===== config.mk =====
export PLATFORM = sky130hd
export DESIGN_NAME = crc8_packet_deframer
export DESIGN_NICKNAME = d
export VERILOG_FILES = /design/src/rtl/core/crc8df_pkg.sv /design/src/rtl/core/crc8df_store.sv /design/src/rtl/core/crc8df_queue.sv /design/src/rtl/core/crc8df_front.sv /design/src/rtl/core/crc8df_back.sv /design/src/rtl/core/crc8_packet_deframer.sv
export SDC_FILE = /design/constraint.sdc
export NUM_CORES = 1
export LEC_CHECK = 0
export BUFFER_PORTS_ARGS = -buffer_cell sky130_fd_sc_hd__buf_2
export CORE_MARGIN = 4
export CORE_UTILIZATION = 39
export CTS_CLUSTER_SIZE = 24
export DETAILED_ROUTE_END_ITERATION = 6
export GPL_TIMING_DRIVEN = 0
export MAX_ROUTING_LAYER = met4
export RECOVER_POWER = 25
export SKIP_LAST_GASP = 1
export SLEW_MARGIN = 40
export SYNTH_ARGS = -nofsm -noshare
export SYNTH_HDL_FRONTEND = slang
export SYNTH_SLANG_ARGS = --single-unit

===== constraint.sdc =====
create_clock -name clk -period 2.6 [get_ports clk]
set_input_delay 0.13 -clock clk [delete_from_list [all_inputs] [get_ports clk]]
set_output_delay 0.13 -clock clk [all_outputs]
set_load 0.03 [all_outputs]

===== src/rtl/core/crc8df_pkg.sv =====
// Shared types, constants and the CRC-8 step function of the packet deframer.
`default_nettype none

package crc8df_pkg;

  // One received link byte with its start-of-transfer flag.
  typedef struct packed {
    logic [7:0] rx_byte;
    logic       first_of_transfer;
  } in_t;

  // One result of a validated frame.
  typedef struct packed {
    logic [7:0] payload_byte;
    logic [5:0] payload_length;
    logic       empty_frame;
    logic       is_last;
  } out_t;

  // Descriptor of a good frame: the store bank that holds it and its length.
  typedef struct packed {
    logic       bank;
    logic [7:0] len;
  } desc_t;

  // A bank handed back by the burst side once its last byte has been read.
  typedef struct packed {
    logic valid;
    logic bank;
  } bank_rel_t;

  localparam logic [7:0] MAGIC_FIRST  = 8'hCA;
  localparam logic [7:0] MAGIC_SECOND = 8'hFE;
  localparam logic [7:0] CRC_POLY     = 8'h07;

  typedef enum logic [3:0] {
    PH_IDLE    = 4'b0001,
    PH_HEADER  = 4'b0010,
    PH_PAYLOAD = 4'b0100,
    PH_CRC     = 4'b1000
  } phase_t;

  typedef enum logic [1:0] {
    HDR_MAGIC0 = 2'd0,
    HDR_MAGIC1 = 2'd1,
    HDR_LENGTH = 2'd2
  } hdr_pos_t;

  // One byte of CRC-8, polynomial 0x07, MSB first.
  function automatic logic [7:0] crc8_update(input logic [7:0] crc, input logic [7:0] b);
    logic [7:0] c;
    c = crc ^ b;
    for (int k = 0; k < 8; k++) begin
      c = c[7] ? ((c << 1) ^ CRC_POLY) : (c << 1);
    end
    return c;
  endfunction

endpackage

`default_nettype wire


===== src/rtl/core/crc8df_store.sv =====
// Two-bank payload store: one write port, one registered read port.
`default_nettype none

module crc8df_store #(
  parameter int MAX_PAYLOAD = 61
) (
  input  wire logic                                          clk,
  input  wire logic                                          wr_en,
  input  wire logic [((MAX_PAYLOAD > 1) ? $clog2(MAX_PAYLOAD) : 1):0] wr_addr,
  input  wire logic [7:0]                                    wr_data,
  input  wire logic                                          rd_en,
  input  wire logic [((MAX_PAYLOAD > 1) ? $clog2(MAX_PAYLOAD) : 1):0] rd_addr,
  output logic [7:0]                                         rd_data
);

  localparam int AW    = (MAX_PAYLOAD > 1) ? $clog2(MAX_PAYLOAD) : 1;
  localparam int DEPTH = 2 ** (AW + 1);

  logic [7:0] mem [DEPTH];

  always_ff @(posedge clk) begin
    if (wr_en) begin
      mem[wr_addr] <= wr_data;
    end
  end

  always_ff @(posedge clk) begin
    if (rd_en) begin
      rd_data <= mem[rd_addr];
    end
  end

endmodule

`default_nettype wire


===== src/rtl/core/crc8df_queue.sv =====
// Two-entry descriptor queue between the frame parser and the burst engine.
`default_nettype none

module crc8df_queue (
  input  wire logic               clk,
  input  wire logic               rst_n,
  input  wire logic               push,
  input  wire crc8df_pkg::desc_t  push_desc,
  output logic                    full,
  input  wire logic               pop,
  output crc8df_pkg::desc_t       pop_desc,
  output logic                    empty
);

  import crc8df_pkg::*;

  desc_t      ent_r [2];
  logic       wp_r, wp_nxt;
  logic       rp_r, rp_nxt;
  logic [1:0] cnt_r, cnt_nxt;

  assign full     = (cnt_r == 2'd2);
  assign empty    = (cnt_r == 2'd0);
  assign pop_desc = ent_r[rp_r];

  always_comb begin
    wp_nxt  = wp_r;
    rp_nxt  = rp_r;
    cnt_nxt = cnt_r;
    if (push && !full) begin
      wp_nxt = ~wp_r;
    end
    if (pop && !empty) begin
      rp_nxt = ~rp_r;
    end
    if ((push && !full) && !(pop && !empty)) begin
      cnt_nxt = cnt_r + 2'd1;
    end else if (!(push && !full) && (pop && !empty)) begin
      cnt_nxt = cnt_r - 2'd1;
    end
  end

  always_ff @(posedge clk) begin
    if (!rst_n) begin
      wp_r  <= 1'b0;
      rp_r  <= 1'b0;
      cnt_r <= 2'd0;
    end else begin
      wp_r  <= wp_nxt;
      rp_r  <= rp_nxt;
      cnt_r <= cnt_nxt;
    end
  end

  always_ff @(posedge clk) begin
    if (push && !full) begin
      ent_r[wp_r] <= push_desc;
    end
  end

endmodule

`default_nettype wire


===== src/rtl/core/crc8df_front.sv =====
// Frame parser: checks magic and length, stores the payload, checks the CRC.
`default_nettype none

module crc8df_front #(
  parameter int MAX_PAYLOAD = 61
) (
  input  wire logic                                          clk,
  input  wire logic                                          rst_n,
  input  wire logic                                          in_push,
  input  wire crc8df_pkg::in_t                               in_data,
  output logic                                               in_full,
  output logic                                               q_push,
  output crc8df_pkg::desc_t                                  q_desc,
  input  wire logic                                          q_full,
  input  wire crc8df_pkg::bank_rel_t                         bank_rel,
  output logic                                               mem_we,
  output logic [((MAX_PAYLOAD > 1) ? $clog2(MAX_PAYLOAD) : 1):0] mem_waddr,
  output logic [7:0]                                         mem_wdata
);

  import crc8df_pkg::*;

  localparam int         AW      = (MAX_PAYLOAD > 1) ? $clog2(MAX_PAYLOAD) : 1;
  localparam logic [7:0] MAX_LEN = 8'(MAX_PAYLOAD);

  phase_t     phase_r, phase_nxt;
  hdr_pos_t   hpos_r, hpos_nxt;
  logic [7:0] pos_r, pos_nxt;
  logic [7:0] len_r, len_nxt;
  logic [7:0] crc_r, crc_nxt;
  logic       wbank_r, wbank_nxt;
  logic [1:0] busy_r, busy_nxt;

  phase_t     eff_phase;
  hdr_pos_t   eff_hpos;
  logic [7:0] eff_crc;
  logic [7:0] pos_inc;
  logic [1:0] busy_set;
  logic [1:0] busy_clr;
  logic       accept;
  logic [7:0] b;

  // Hold off while the payload would land in a bank still being drained,
  // or while a CRC byte could find the descriptor queue full.
  assign in_full = ((phase_r == PH_PAYLOAD) && busy_r[wbank_r]) ||
                   ((phase_r == PH_CRC) && q_full);
  assign accept  = in_push && !in_full;
  assign b       = in_data.rx_byte;
  assign pos_inc = pos_r + 8'd1;

  assign mem_waddr = {wbank_r, pos_r[AW-1:0]};
  assign mem_wdata = b;
  assign q_desc    = '{bank: wbank_r, len: len_r};
  assign busy_clr  = bank_rel.valid ? 2'(2'b01 << bank_rel.bank) : 2'b00;

  always_comb begin
    phase_nxt = phase_r;
    hpos_nxt  = hpos_r;
    pos_nxt   = pos_r;
    len_nxt   = len_r;
    crc_nxt   = crc_r;
    wbank_nxt = wbank_r;
    busy_set  = 2'b00;
    mem_we    = 1'b0;
    q_push    = 1'b0;

    eff_phase = in_data.first_of_transfer ? PH_HEADER : phase_r;
    eff_hpos  = in_data.first_of_transfer ? HDR_MAGIC0 : hpos_r;
    eff_crc   = in_data.first_of_transfer ? 8'd0 : crc_r;

    if (accept) begin
      if (in_data.first_of_transfer) begin
        phase_nxt = PH_HEADER;
        hpos_nxt  = HDR_MAGIC0;
        pos_nxt   = 8'd0;
        len_nxt   = 8'd0;
        crc_nxt   = 8'd0;
      end
      case (eff_phase)
        PH_HEADER: begin
          case (eff_hpos)
            HDR_MAGIC0: begin
              if (b == MAGIC_FIRST) hpos_nxt = HDR_MAGIC1;
              else phase_nxt = PH_IDLE;
            end
            HDR_MAGIC1: begin
              if (b == MAGIC_SECOND) hpos_nxt = HDR_LENGTH;
              else phase_nxt = PH_IDLE;
            end
            default: begin
              if (b > MAX_LEN) begin
                phase_nxt = PH_IDLE;
              end else begin
                len_nxt   = b;
                pos_nxt   = 8'd0;
                crc_nxt   = 8'd0;
                phase_nxt = (b == 8'd0) ? PH_CRC : PH_PAYLOAD;
              end
            end
          endcase
        end
        PH_PAYLOAD: begin
          mem_we  = 1'b1;
          crc_nxt = crc8_update(eff_crc, b);
          pos_nxt = pos_inc;
          if (pos_inc >= len_r) phase_nxt = PH_CRC;
        end
        PH_CRC: begin
          if (b == eff_crc) begin
            q_push = 1'b1;
            // A frame with payload hands its bank to the burst side.
            if (len_r != 8'd0) begin
              busy_set  = 2'(2'b01 << wbank_r);
              wbank_nxt = ~wbank_r;
            end
          end
          phase_nxt = PH_IDLE;
        end
        default: begin
        end
      endcase
    end

    busy_nxt = (busy_r & ~busy_clr) | busy_set;
  end

  always_ff @(posedge clk) begin
    if (!rst_n) begin
      phase_r <= PH_IDLE;
      hpos_r  <= HDR_MAGIC0;
      pos_r   <= 8'd0;
      len_r   <= 8'd0;
      crc_r   <= 8'd0;
      wbank_r <= 1'b0;
      busy_r  <= 2'b00;
    end else begin
      phase_r <= phase_nxt;
      hpos_r  <= hpos_nxt;
      pos_r   <= pos_nxt;
      len_r   <= len_nxt;
      crc_r   <= crc_nxt;
      wbank_r <= wbank_nxt;
      busy_r  <= busy_nxt;
    end
  end

endmodule

`default_nettype wire


===== src/rtl/core/crc8df_back.sv =====
// Burst engine: reads a good frame's payload out of the store into a result queue.
`default_nettype none

module crc8df_back #(
  parameter int MAX_PAYLOAD = 61
) (
  input  wire logic                                          clk,
  input  wire logic                                          rst_n,
  input  wire crc8df_pkg::desc_t                             q_desc,
  input  wire logic                                          q_empty,
  output logic                                               q_pop,
  output crc8df_pkg::bank_rel_t                              bank_rel,
  output logic                                               mem_re,
  output logic [((MAX_PAYLOAD > 1) ? $clog2(MAX_PAYLOAD) : 1):0] mem_raddr,
  input  wire logic [7:0]                                    mem_rdata,
  input  wire logic                                          out_pop,
  output logic                                               out_empty,
  output crc8df_pkg::out_t                                   out_data
);

  import crc8df_pkg::*;

  localparam int AW     = (MAX_PAYLOAD > 1) ? $clog2(MAX_PAYLOAD) : 1;
  localparam int ODEPTH = 4;

  logic       act_r, act_nxt;
  logic       bank_r, bank_nxt;
  logic [7:0] len_r, len_nxt;
  logic [7:0] idx_r, idx_nxt;

  logic       rd_v_r, rd_v_nxt;
  logic [5:0] rd_len_r, rd_len_nxt;
  logic       rd_last_r, rd_last_nxt;
  logic       rd_mark_r, rd_mark_nxt;

  out_t       ofifo_r [ODEPTH];
  logic [1:0] owp_r, owp_nxt;
  logic [1:0] orp_r, orp_nxt;
  logic [2:0] ocnt_r, ocnt_nxt;

  logic       credit;
  logic       issue;
  logic       last;
  logic       opush;
  logic       opop;
  out_t       oentry;

  // Reads in flight plus queued results never exceed the result queue depth.
  assign credit = ({1'b0, ocnt_r} + {3'b000, rd_v_r}) < 4'(ODEPTH);
  assign issue  = act_r && credit;
  assign last   = (len_r == 8'd0) || ((idx_r + 8'd1) == len_r);
  assign q_pop  = !act_r && !q_empty;

  assign mem_re    = issue && (len_r != 8'd0);
  assign mem_raddr = {bank_r, idx_r[AW-1:0]};
  assign bank_rel  = '{valid: issue && last && (len_r != 8'd0), bank: bank_r};

  assign opush     = rd_v_r;
  assign opop      = out_pop && !out_empty;
  assign out_empty = (ocnt_r == 3'd0);
  assign out_data  = ofifo_r[orp_r];

  assign oentry = '{payload_byte:   rd_mark_r ? 8'd0 : mem_rdata,
                    payload_length: rd_len_r,
                    empty_frame:    rd_mark_r,
                    is_last:        rd_last_r};

  always_comb begin
    act_nxt     = act_r;
    bank_nxt    = bank_r;
    len_nxt     = len_r;
    idx_nxt     = idx_r;
    rd_v_nxt    = issue;
    rd_len_nxt  = len_r[5:0];
    rd_last_nxt = last;
    rd_mark_nxt = (len_r == 8'd0);

    if (q_pop) begin
      act_nxt  = 1'b1;
      bank_nxt = q_desc.bank;
      len_nxt  = q_desc.len;
      idx_nxt  = 8'd0;
    end else if (issue) begin
      idx_nxt = idx_r + 8'd1;
      if (last) act_nxt = 1'b0;
    end

    owp_nxt  = opush ? owp_r + 2'd1 : owp_r;
    orp_nxt  = opop ? orp_r + 2'd1 : orp_r;
    ocnt_nxt = ocnt_r;
    if (opush && !opop) ocnt_nxt = ocnt_r + 3'd1;
    else if (!opush && opop) ocnt_nxt = ocnt_r - 3'd1;
  end

  always_ff @(posedge clk) begin
    if (!rst_n) begin
      act_r  <= 1'b0;
      rd_v_r <= 1'b0;
      owp_r  <= 2'd0;
      orp_r  <= 2'd0;
      ocnt_r <= 3'd0;
    end else begin
      act_r  <= act_nxt;
      rd_v_r <= rd_v_nxt;
      owp_r  <= owp_nxt;
      orp_r  <= orp_nxt;
      ocnt_r <= ocnt_nxt;
    end
  end

  always_ff @(posedge clk) begin
    bank_r    <= bank_nxt;
    len_r     <= len_nxt;
    idx_r     <= idx_nxt;
    rd_len_r  <= rd_len_nxt;
    rd_last_r <= rd_last_nxt;
    rd_mark_r <= rd_mark_nxt;
    if (opush) begin
      ofifo_r[owp_r] <= oentry;
    end
  end

  a_ofifo_bound: assert property (@(posedge clk) disable iff (!rst_n)
    ocnt_r <= 3'(ODEPTH))
    else $error("result queue overflow");

  a_push_has_room: assert property (@(posedge clk) disable iff (!rst_n)
    opush |-> (ocnt_r < 3'(ODEPTH)) || opop)
    else $error("result written into a full queue");

  a_last_ends_burst: assert property (@(posedge clk) disable iff (!rst_n)
    issue && last |=> !act_r && rd_v_r && rd_last_r)
    else $error("burst did not end after its last read");

  a_rel_only_payload: assert property (@(posedge clk) disable iff (!rst_n)
    bank_rel.valid |-> mem_re)
    else $error("bank released without a final payload read");

endmodule

`default_nettype wire


===== src/rtl/core/crc8_packet_deframer.sv =====
// Top level of the CRC-8 framed packet deframer: parser, descriptor queue, store, burst engine.
// Input: one byte per cycle; full rises only when a payload byte would enter a bank
//   whose previous frame is still being read out, or a CRC byte meets a full queue.
// Output: a good frame's burst gives one result per cycle while pop is held; the first
//   result goes through the descriptor queue, burst engine, store read and result queue.
// Reset (rst_n low, synchronous) clears all control state; the payload store is not cleared.
`default_nettype none

module crc8_packet_deframer #(
  parameter int MAX_PAYLOAD = 61
) (
  input  wire logic             clk,
  input  wire logic             rst_n,
  input  wire logic             in_push,
  input  wire crc8df_pkg::in_t  in_data,
  output logic                  in_full,
  input  wire logic             out_pop,
  output logic                  out_empty,
  output crc8df_pkg::out_t      out_data
);

  import crc8df_pkg::*;

  localparam int AW = (MAX_PAYLOAD > 1) ? $clog2(MAX_PAYLOAD) : 1;

  // The parser writes each payload byte into one of two store banks as it arrives
  // and checks the running CRC. A good frame leaves a descriptor in the queue and,
  // if it has payload, the parser moves on to the other bank, so the next frame's
  // header and payload can arrive while the previous burst is still draining.
  logic        q_push;
  desc_t       q_push_desc;
  logic        q_full;
  logic        q_pop;
  desc_t       q_pop_desc;
  logic        q_empty;
  bank_rel_t   bank_rel;

  logic        mem_we;
  logic [AW:0] mem_waddr;
  logic [7:0]  mem_wdata;
  logic        mem_re;
  logic [AW:0] mem_raddr;
  logic [7:0]  mem_rdata;

  crc8df_front #(
    .MAX_PAYLOAD(MAX_PAYLOAD)
  ) u_front (
    .clk       (clk),
    .rst_n     (rst_n),
    .in_push   (in_push),
    .in_data   (in_data),
    .in_full   (in_full),
    .q_push    (q_push),
    .q_desc    (q_push_desc),
    .q_full    (q_full),
    .bank_rel  (bank_rel),
    .mem_we    (mem_we),
    .mem_waddr (mem_waddr),
    .mem_wdata (mem_wdata)
  );

  crc8df_queue u_queue (
    .clk       (clk),
    .rst_n     (rst_n),
    .push      (q_push),
    .push_desc (q_push_desc),
    .full      (q_full),
    .pop       (q_pop),
    .pop_desc  (q_pop_desc),
    .empty     (q_empty)
  );

  crc8df_store #(
    .MAX_PAYLOAD(MAX_PAYLOAD)
  ) u_store (
    .clk     (clk),
    .wr_en   (mem_we),
    .wr_addr (mem_waddr),
    .wr_data (mem_wdata),
    .rd_en   (mem_re),
    .rd_addr (mem_raddr),
    .rd_data (mem_rdata)
  );

  // The burst engine takes one descriptor at a time, reads its bytes in order and
  // hands the bank back with the last read. An empty frame becomes a single marker.
  crc8df_back #(
    .MAX_PAYLOAD(MAX_PAYLOAD)
  ) u_back (
    .clk       (clk),
    .rst_n     (rst_n),
    .q_desc    (q_pop_desc),
    .q_empty   (q_empty),
    .q_pop     (q_pop),
    .bank_rel  (bank_rel),
    .mem_re    (mem_re),
    .mem_raddr (mem_raddr),
    .mem_rdata (mem_rdata),
    .out_pop   (out_pop),
    .out_empty (out_empty),
    .out_data  (out_data)
  );

endmodule

`default_nettype wire


# [Word-level counts from Yosys, hierarchy flattened]
# Memory sizes are Yosys's and may differ from the RTL's. A register that Yosys moved wholly into a read port is not among the register bits.
# Cells that the tools add are included.
[totals] ff_bits=62 memories=3 mem_bits_rw=1106 in_bits=13
[mem_list] memory="u_store.mem" words=128 word_bits=8 read_ports=1 rd_clocked_by_memory_dff=1 write_ports=1 line="crc8df_store.sv:19" source="logic [7:0] mem [DEPTH];"
[mem_list] memory="u_back.ofifo_r" words=4 word_bits=16 read_ports=1 rd_clocked_by_memory_dff=1 write_ports=1 line="crc8df_back.sv:36" source="out_t ofifo_r [ODEPTH];"
[mem_list] memory="u_queue.ent_r" words=2 word_bits=9 read_ports=1 rd_clocked_by_memory_dff=1 write_ports=1 line="crc8df_queue.sv:17" source="desc_t ent_r [2];"
[op_classes] bitwise_logic=15 muxes=61 shift=2 n_reduce_logical=40 order_cmp=4 addsub=9 eq_ne=11
[op_table] op="two-way mux 8 bit" n=11
[op_table] op="one-hot mux 8 bit (2 select lines)" n=2
[op_table] op="two-way mux 3 bit" n=10
[op_table] op="two-way mux 2 bit" n=13
[op_table] op="two-way mux 4 bit" n=6
[op_table] op="NOT 3 bit" n=8
[op_table] op="adder 8 x 1 -> 8 bit (second input constant)" n=2
[op_table] op="equality test 8 bit" n=2
[op_table] op="equality test 8 bit (second input constant)" n=2
[op_table] op="logical NOT 8 bit" n=2
[op_table] op="two-way mux 1 bit" n=16
[op_table] op="nonzero test 8 bit" n=2
[op_table] op="logical AND 1 bit" n=15
[op_table] op="one-hot mux 4 bit (3 select lines)" n=1
[op_table] op="logical NOT 1 bit" n=9
[op_table] op="equality test 4 x 3 -> 1 bit (second input constant)" n=2
[op_table] op="equality test 4 bit (second input constant)" n=2
[op_table] op=">= comparator 8 bit" n=1
[op_table] op="greater-than comparator 8 x 6 -> 1 bit (second input constant)" n=1
[op_table] op="one-hot mux 4 bit (2 select lines)" n=1
[op_table] op="nonzero test 2 bit" n=4
[op_table] op="XOR 8 bit" n=1
[op_table] op="adder 2 x 1 -> 2 bit (second input constant)" n=3
[op_table] op="adder 3 x 1 -> 4 bit" n=1
[op_table] op="other kinds (20)" n=25

# [Logic depth before layout (Yosys ltp)]
[depth] ltp_word=19 depth_mapped=12 mapped_depth_nobuf=9

# [Cells and area by module]
# A second synthesis with hierarchy kept.
[hier_totals] hier_cells=2225 area_unflattened_um2=47038.9
[by_module_without_submodules] mod="crc8df_store" n_inst=1 cells_each=1635 area_per_inst_um2=39745.6
[by_module_without_submodules] mod="crc8df_back" n_inst=1 cells_each=241 area_per_inst_um2=3943.8
[by_module_without_submodules] mod="crc8df_front" n_inst=1 cells_each=295 area_per_inst_um2=2474.9
[by_module_without_submodules] mod="crc8df_queue" n_inst=1 cells_each=54 area_per_inst_um2=874.6

# [Worst setup path before layout]
# No wires, ideal clock.
[synth_timing] path_type="flip-flop to flip-flop" start="register u_back.ocnt_r[0]" end="register u_back.ocnt_r[2]" synth_period_minus_slack_ps=2610 setup_slack_ps=-10 stages_incl_launch_ff=9 setup_ps=76 arrival_time_ps=2535 path_cell_list="dfxtp_1 nor3_1 nand2b_1 ha_1 inv_1 fa_1 xor2_1 or3_1 a21boi_0"
[synth_via] elab_chain_cells=6
[synth_rtl] element="start, declared" line="crc8df_back.sv:39" source="logic [2:0] ocnt_r, ocnt_nxt;"
[synth_rtl] element="start signal, assigned" line="crc8df_back.sv:107" source="ocnt_r <= ocnt_nxt;"
[synth_rtl] element="logical NOT 3 bit *" line="crc8df_back.sv:60" source="assign out_empty = (ocnt_r == 3'd0);"
[synth_rtl] element="net out_empty" line="crc8_packet_deframer.sv:18" source="output logic out_empty,"
[synth_rtl] element="logical NOT 1 bit *" line="crc8df_back.sv:59" source="assign opop = out_pop && !out_empty;"
[synth_rtl] element="logical AND 1 bit *" line="crc8df_back.sv:59"
[synth_rtl] element="logical NOT 1 bit" line="crc8df_back.sv:91" source="if (opush && !opop) ocnt_nxt = ocnt_r + 3'd1;"
[synth_rtl] element="logical AND 1 bit" line="crc8df_back.sv:91"
[synth_rtl] element="two-way mux 3 bit or nonzero test 2 bit (tied branches)"
# Mark *: on every way through the listed nets, which the timed path passes. The rest lies on a longest branch. The select of a mux whose other input is x is not followed.
# A chain may end at the register's enable or synchronous reset.

==> flow_summary.ini <==
[critical_path]
r2r-end = u_store.rd_data[1]$_DFFE_PP_
rrSetupSlack_ns = -0.22
end_kind = flip-flop
crit_chain = buf_12 -> buf_12 -> buf_16 -> mux4_2 -> a22oi_1 -> a21oi_4 -> nor3_2 -> a221oi_4
critPathBufInv = 3
critPathTopFamily = compound AO/OA/AOI/OAI gates
critPathMostFrequentCell = buf_12
path_class = reg -> reg
rr_worst_depth = 8
start_kind = flip-flop
timing.rr.start = u_back.idx_r[0]$_SDFFE_PP0P_
critPathSlowestCell = mux4_2
worst_ep_required_time_ns = 3.02
crit_arrival_ns = 3.24
worstPathMaxFanout = 9
cp_slowest_stage_delay_ns = 0.54
startpoint = u_back.idx_r[0]$_SDFFE_PP0P_

[detailed_routing]
vias = 25123
wl_met3_um = 12620
vias_per_cell = 5.761
wl_per_cell_um = 30.34
drcViolationCount = 0
dr.pass1.iters = 5
top_layer_used = met4
met1Wirelength_um = 52080
ant_nets = 0
drtIter0Drc = 3205
routed_wl_um = 132300
routed-wl-met2_um = 62920

[layout]
drive_above_1_share = 0.3578
fillers = 9841
fin_area_sq_um = 57230
multi_input_area_sq_um = 13100
largest_register_ffs = 1024
syn_to_final_growth_pct = 21.81
top_register = u_store.mem
layout.area.seq_sq_um = 35030
top_regs = u_store.mem: 1024 flops, u_back.ofifo_r: 64 flops, u_queue.ent_r: 18 flops
final_nets = 2682

[synth]
synth-xor-area-share = 0.01044
ys.flop_type = edfxtp_1
synthMuxAreaShare = 0.1489
synthAdderAreaFrac = 0.005486
postSynthCellCount = 2375
synth_common_cells = 1123 x edfxtp_1, 268 x mux4_2, 173 x nor2_1
yosysSeqAreaShare = 0.7450
synth_warnings = 0
synth_top_family_by_area = multiplexers
syn_area_per_cell_sq_um = 19.78
yosys.cell_types.count = 76
yosys-top-cells-area = edfxtp_1 72%, mux4_2 13%, dfxtp_1 2.7%
ys_ff_latch = 1187
yosysTopAreaCellShare = 0.7177
synth_simple_gate_area_frac = 0.04080
yosys.area.top_type = edfxtp_1
synth_edf_count = 1123
synth_compound_area_frac = 0.03161
synth.most_common_cell = edfxtp_1
synth_nets = 2408
synth_area_sq_um = 46990
ys_async_sr_fraction = 0

[pwr]
power_density_nw_per_um2 = 903.8
vdd_drop_max_uv = 603.6
leakagePower_uw = 0.01756

[sta]
fmax_mhz = 354.0
timing.final.ws_setup_ns = -0.2250
finalSetupViolCount = 65
period_needed_ns = 2.825
slew_headroom = -0.7193
worst_pin_slew_ns = 2.579
slew_violations = 241
rsz0062_at_grt = yes
min_period_over_period = 1.087
fin_skew_ns = 0.02065
hold_viol = 0

[run_status]
status = complete, but fails checks
violations = capacitance limit, slew limit, setup timing

[floorplanning]
start_util = 0.3922
coreArea_sq_um = 119800
die-area_sq_um = 126100
die_h_um = 355.1
die_w_um = 355.1
ioPinCount = 31
rows = 127

[clocking]
clock_latency_ns = 0.71
cts_tree = done
clk_path_buf_depth = 3
cts_root_buf = clkbuf_16
clkTransAtPathRegs_ns = 0.06
htreeDepth = 3
clock_sinks = 1187
cts_buffers = 116

[placed_design]
place_area_sq_um = 49530
dpl.hpwl_um = 83490
gp_congestion = 0.9630
dp_slack_ns = -1.374
port_buffers = 28

[min_path]
hold_end = u_front.hpos_r[0]$_SDFFE_PN0P_
hp-class = in -> reg
whs_path_depth = 5
hold_path_startpoint = in_data[0]

[global_routing]
grt_pass1_wl_um = 184000
grt_pass1_vias = 24943
grt-ovfl-total = 0
grt_use_total = 0.2110
grt_max_degree = 102
antenna_found_initial = 3

[job]
cap_violations = 5
==> logic make-up after synthesis <==
| family | after synthesis |
|---|---|
| flops | 1187 |
| simple gates | 394 |
| mux | 363 |
| compound gates | 206 |
| buf+inv | 149 |
| xor+xnor | 56 |
| fa+ha+maj | 20 |
==> per-layer routing <==
layer  up-vias  GRT usage
met5         -          -
li1      10266          -
met3       273    0.04807
met2      1299     0.3277
met4         0    0.06793
met1     13285     0.2783
==> repair_timing <==
item | in CTS | in global routing
setup buffers | 46 | 47
pin swaps | 51 | 31
gates resized for setup | 494 | 140
setup endpoints to repair | 1066 | 868
endpoints found under the hold margin | 461 | 33
hold buffers | 25 | 1
gates cloned | 1 | 7
==> how the worst max path moves through the flow <==
stage                                               end  slack (ns)  depth (start not counted)
after global placement    u_queue.ent_r[0][8]$_DFFE_PP_       -1.98                          7
final                      u_store.rd_data[1]$_DFFE_PP_       -0.22                          8
after CTS                  u_store.rd_data[2]$_DFFE_PP_       -0.26                          9
after floorplan           u_queue.ent_r[0][0]$_DFFE_PP_        0.09                          8
after global routing       u_store.rd_data[1]$_DFFE_PP_       -0.22                          7
after detailed placement   u_store.rd_data[1]$_DFFE_PP_       -1.37                          8
==> worst register-to-register path: cells and delay by family (launching register included) <==
kind | cells | cell delay (ns)
AO/OA/AOI/OAI | 3 | 0.68
flip-flops | 1 | 0.37
AND/OR/NAND/NOR | 1 | 0.41
multiplexers | 1 | 0.54
buffers and inverters | 3 | 0.54
==> area by class of cell <==
cell class                 instances  share of cell area
sequential                      1187              0.6120
multi-input combinational       1039              0.2289
clock buffer                     145             0.05369
tap                             1612             0.03524
timing repair buffer             163             0.03345
buffer                           117             0.02409
clock inverter                    71             0.01084
inverter                          25            0.001683
antenna                            2          0.00008745
==> placed cells by master (no fill, tap or decap), types with 11 or more instances in the layout <==
cell type / synthesis / layout
edfxtp_1: 1123 / 1123
mux4_2: 268 / 268
clkbuf_16: 0 / 125
nor2_4: 0 / 114
buf_4: 4 / 67
mux2i_1: 86 / 61
nor2b_1: 57 / 52
buf_12: 1 / 51
dfxtp_1: 64 / 50
clkbuf_1: 48 / 46
nand2_1: 59 / 46
a22oi_1: 54 / 45
nor2_1: 173 / 37
xnor2_1: 39 / 36
clkinv_1: 0 / 34
buf_2: 35 / 29
inv_1: 23 / 23
nor2_2: 0 / 22
buf_6: 22 / 20
buf_16: 0 / 20
a21oi_1: 30 / 19
ha_1: 19 / 18
xor2_1: 17 / 17
clkbuf_4: 0 / 17
o21ai_0: 22 / 16
clkinv_2: 0 / 16
clkbuf_2: 0 / 15
nand3_1: 28 / 15
and2_1: 19 / 15
a22oi_2: 6 / 15
mux2i_2: 0 / 14
dlygate4sd3_1: 0 / 13
mux2i_4: 0 / 11
nand2_2: 2 / 11
buf_8: 3 / 11
dfxtp_2: 0 / 11
==> report_power, final <==
group / switching (uW) / leakage (uW) / internal, uW
clock network: 7250 / 0.00180 / 9190
logic: 7540 / 0.00514 / 6190
registers: 249 / 0.0106 / 21300
==> metrics by stage <==
| stage | TNS (ns) | instances | util | total power, uW | hold slack (ns) |
|---|---|---|---|---|---|
| floorplan | 0 | 2375 | - | 28850 | 0.2289 |
| global placement | -950.98 | 4015 | 0.4102 | 32960 | 0.4165 |
| detailed placement | -860.78 | 4024 | 0.4134 | 33130 | 0.4365 |
| CTS | -13.73 | 4308 | 0.4692 | 50680 | 0.04018 |
| global route | -6.661 | 4361 | 0.4777 | 53230 | 0.1368 |
| finish | -3.648 | 4361 | 0.4777 | 51730 | 0.1181 |
Note: power is estimated with default switching activity, not from simulation.
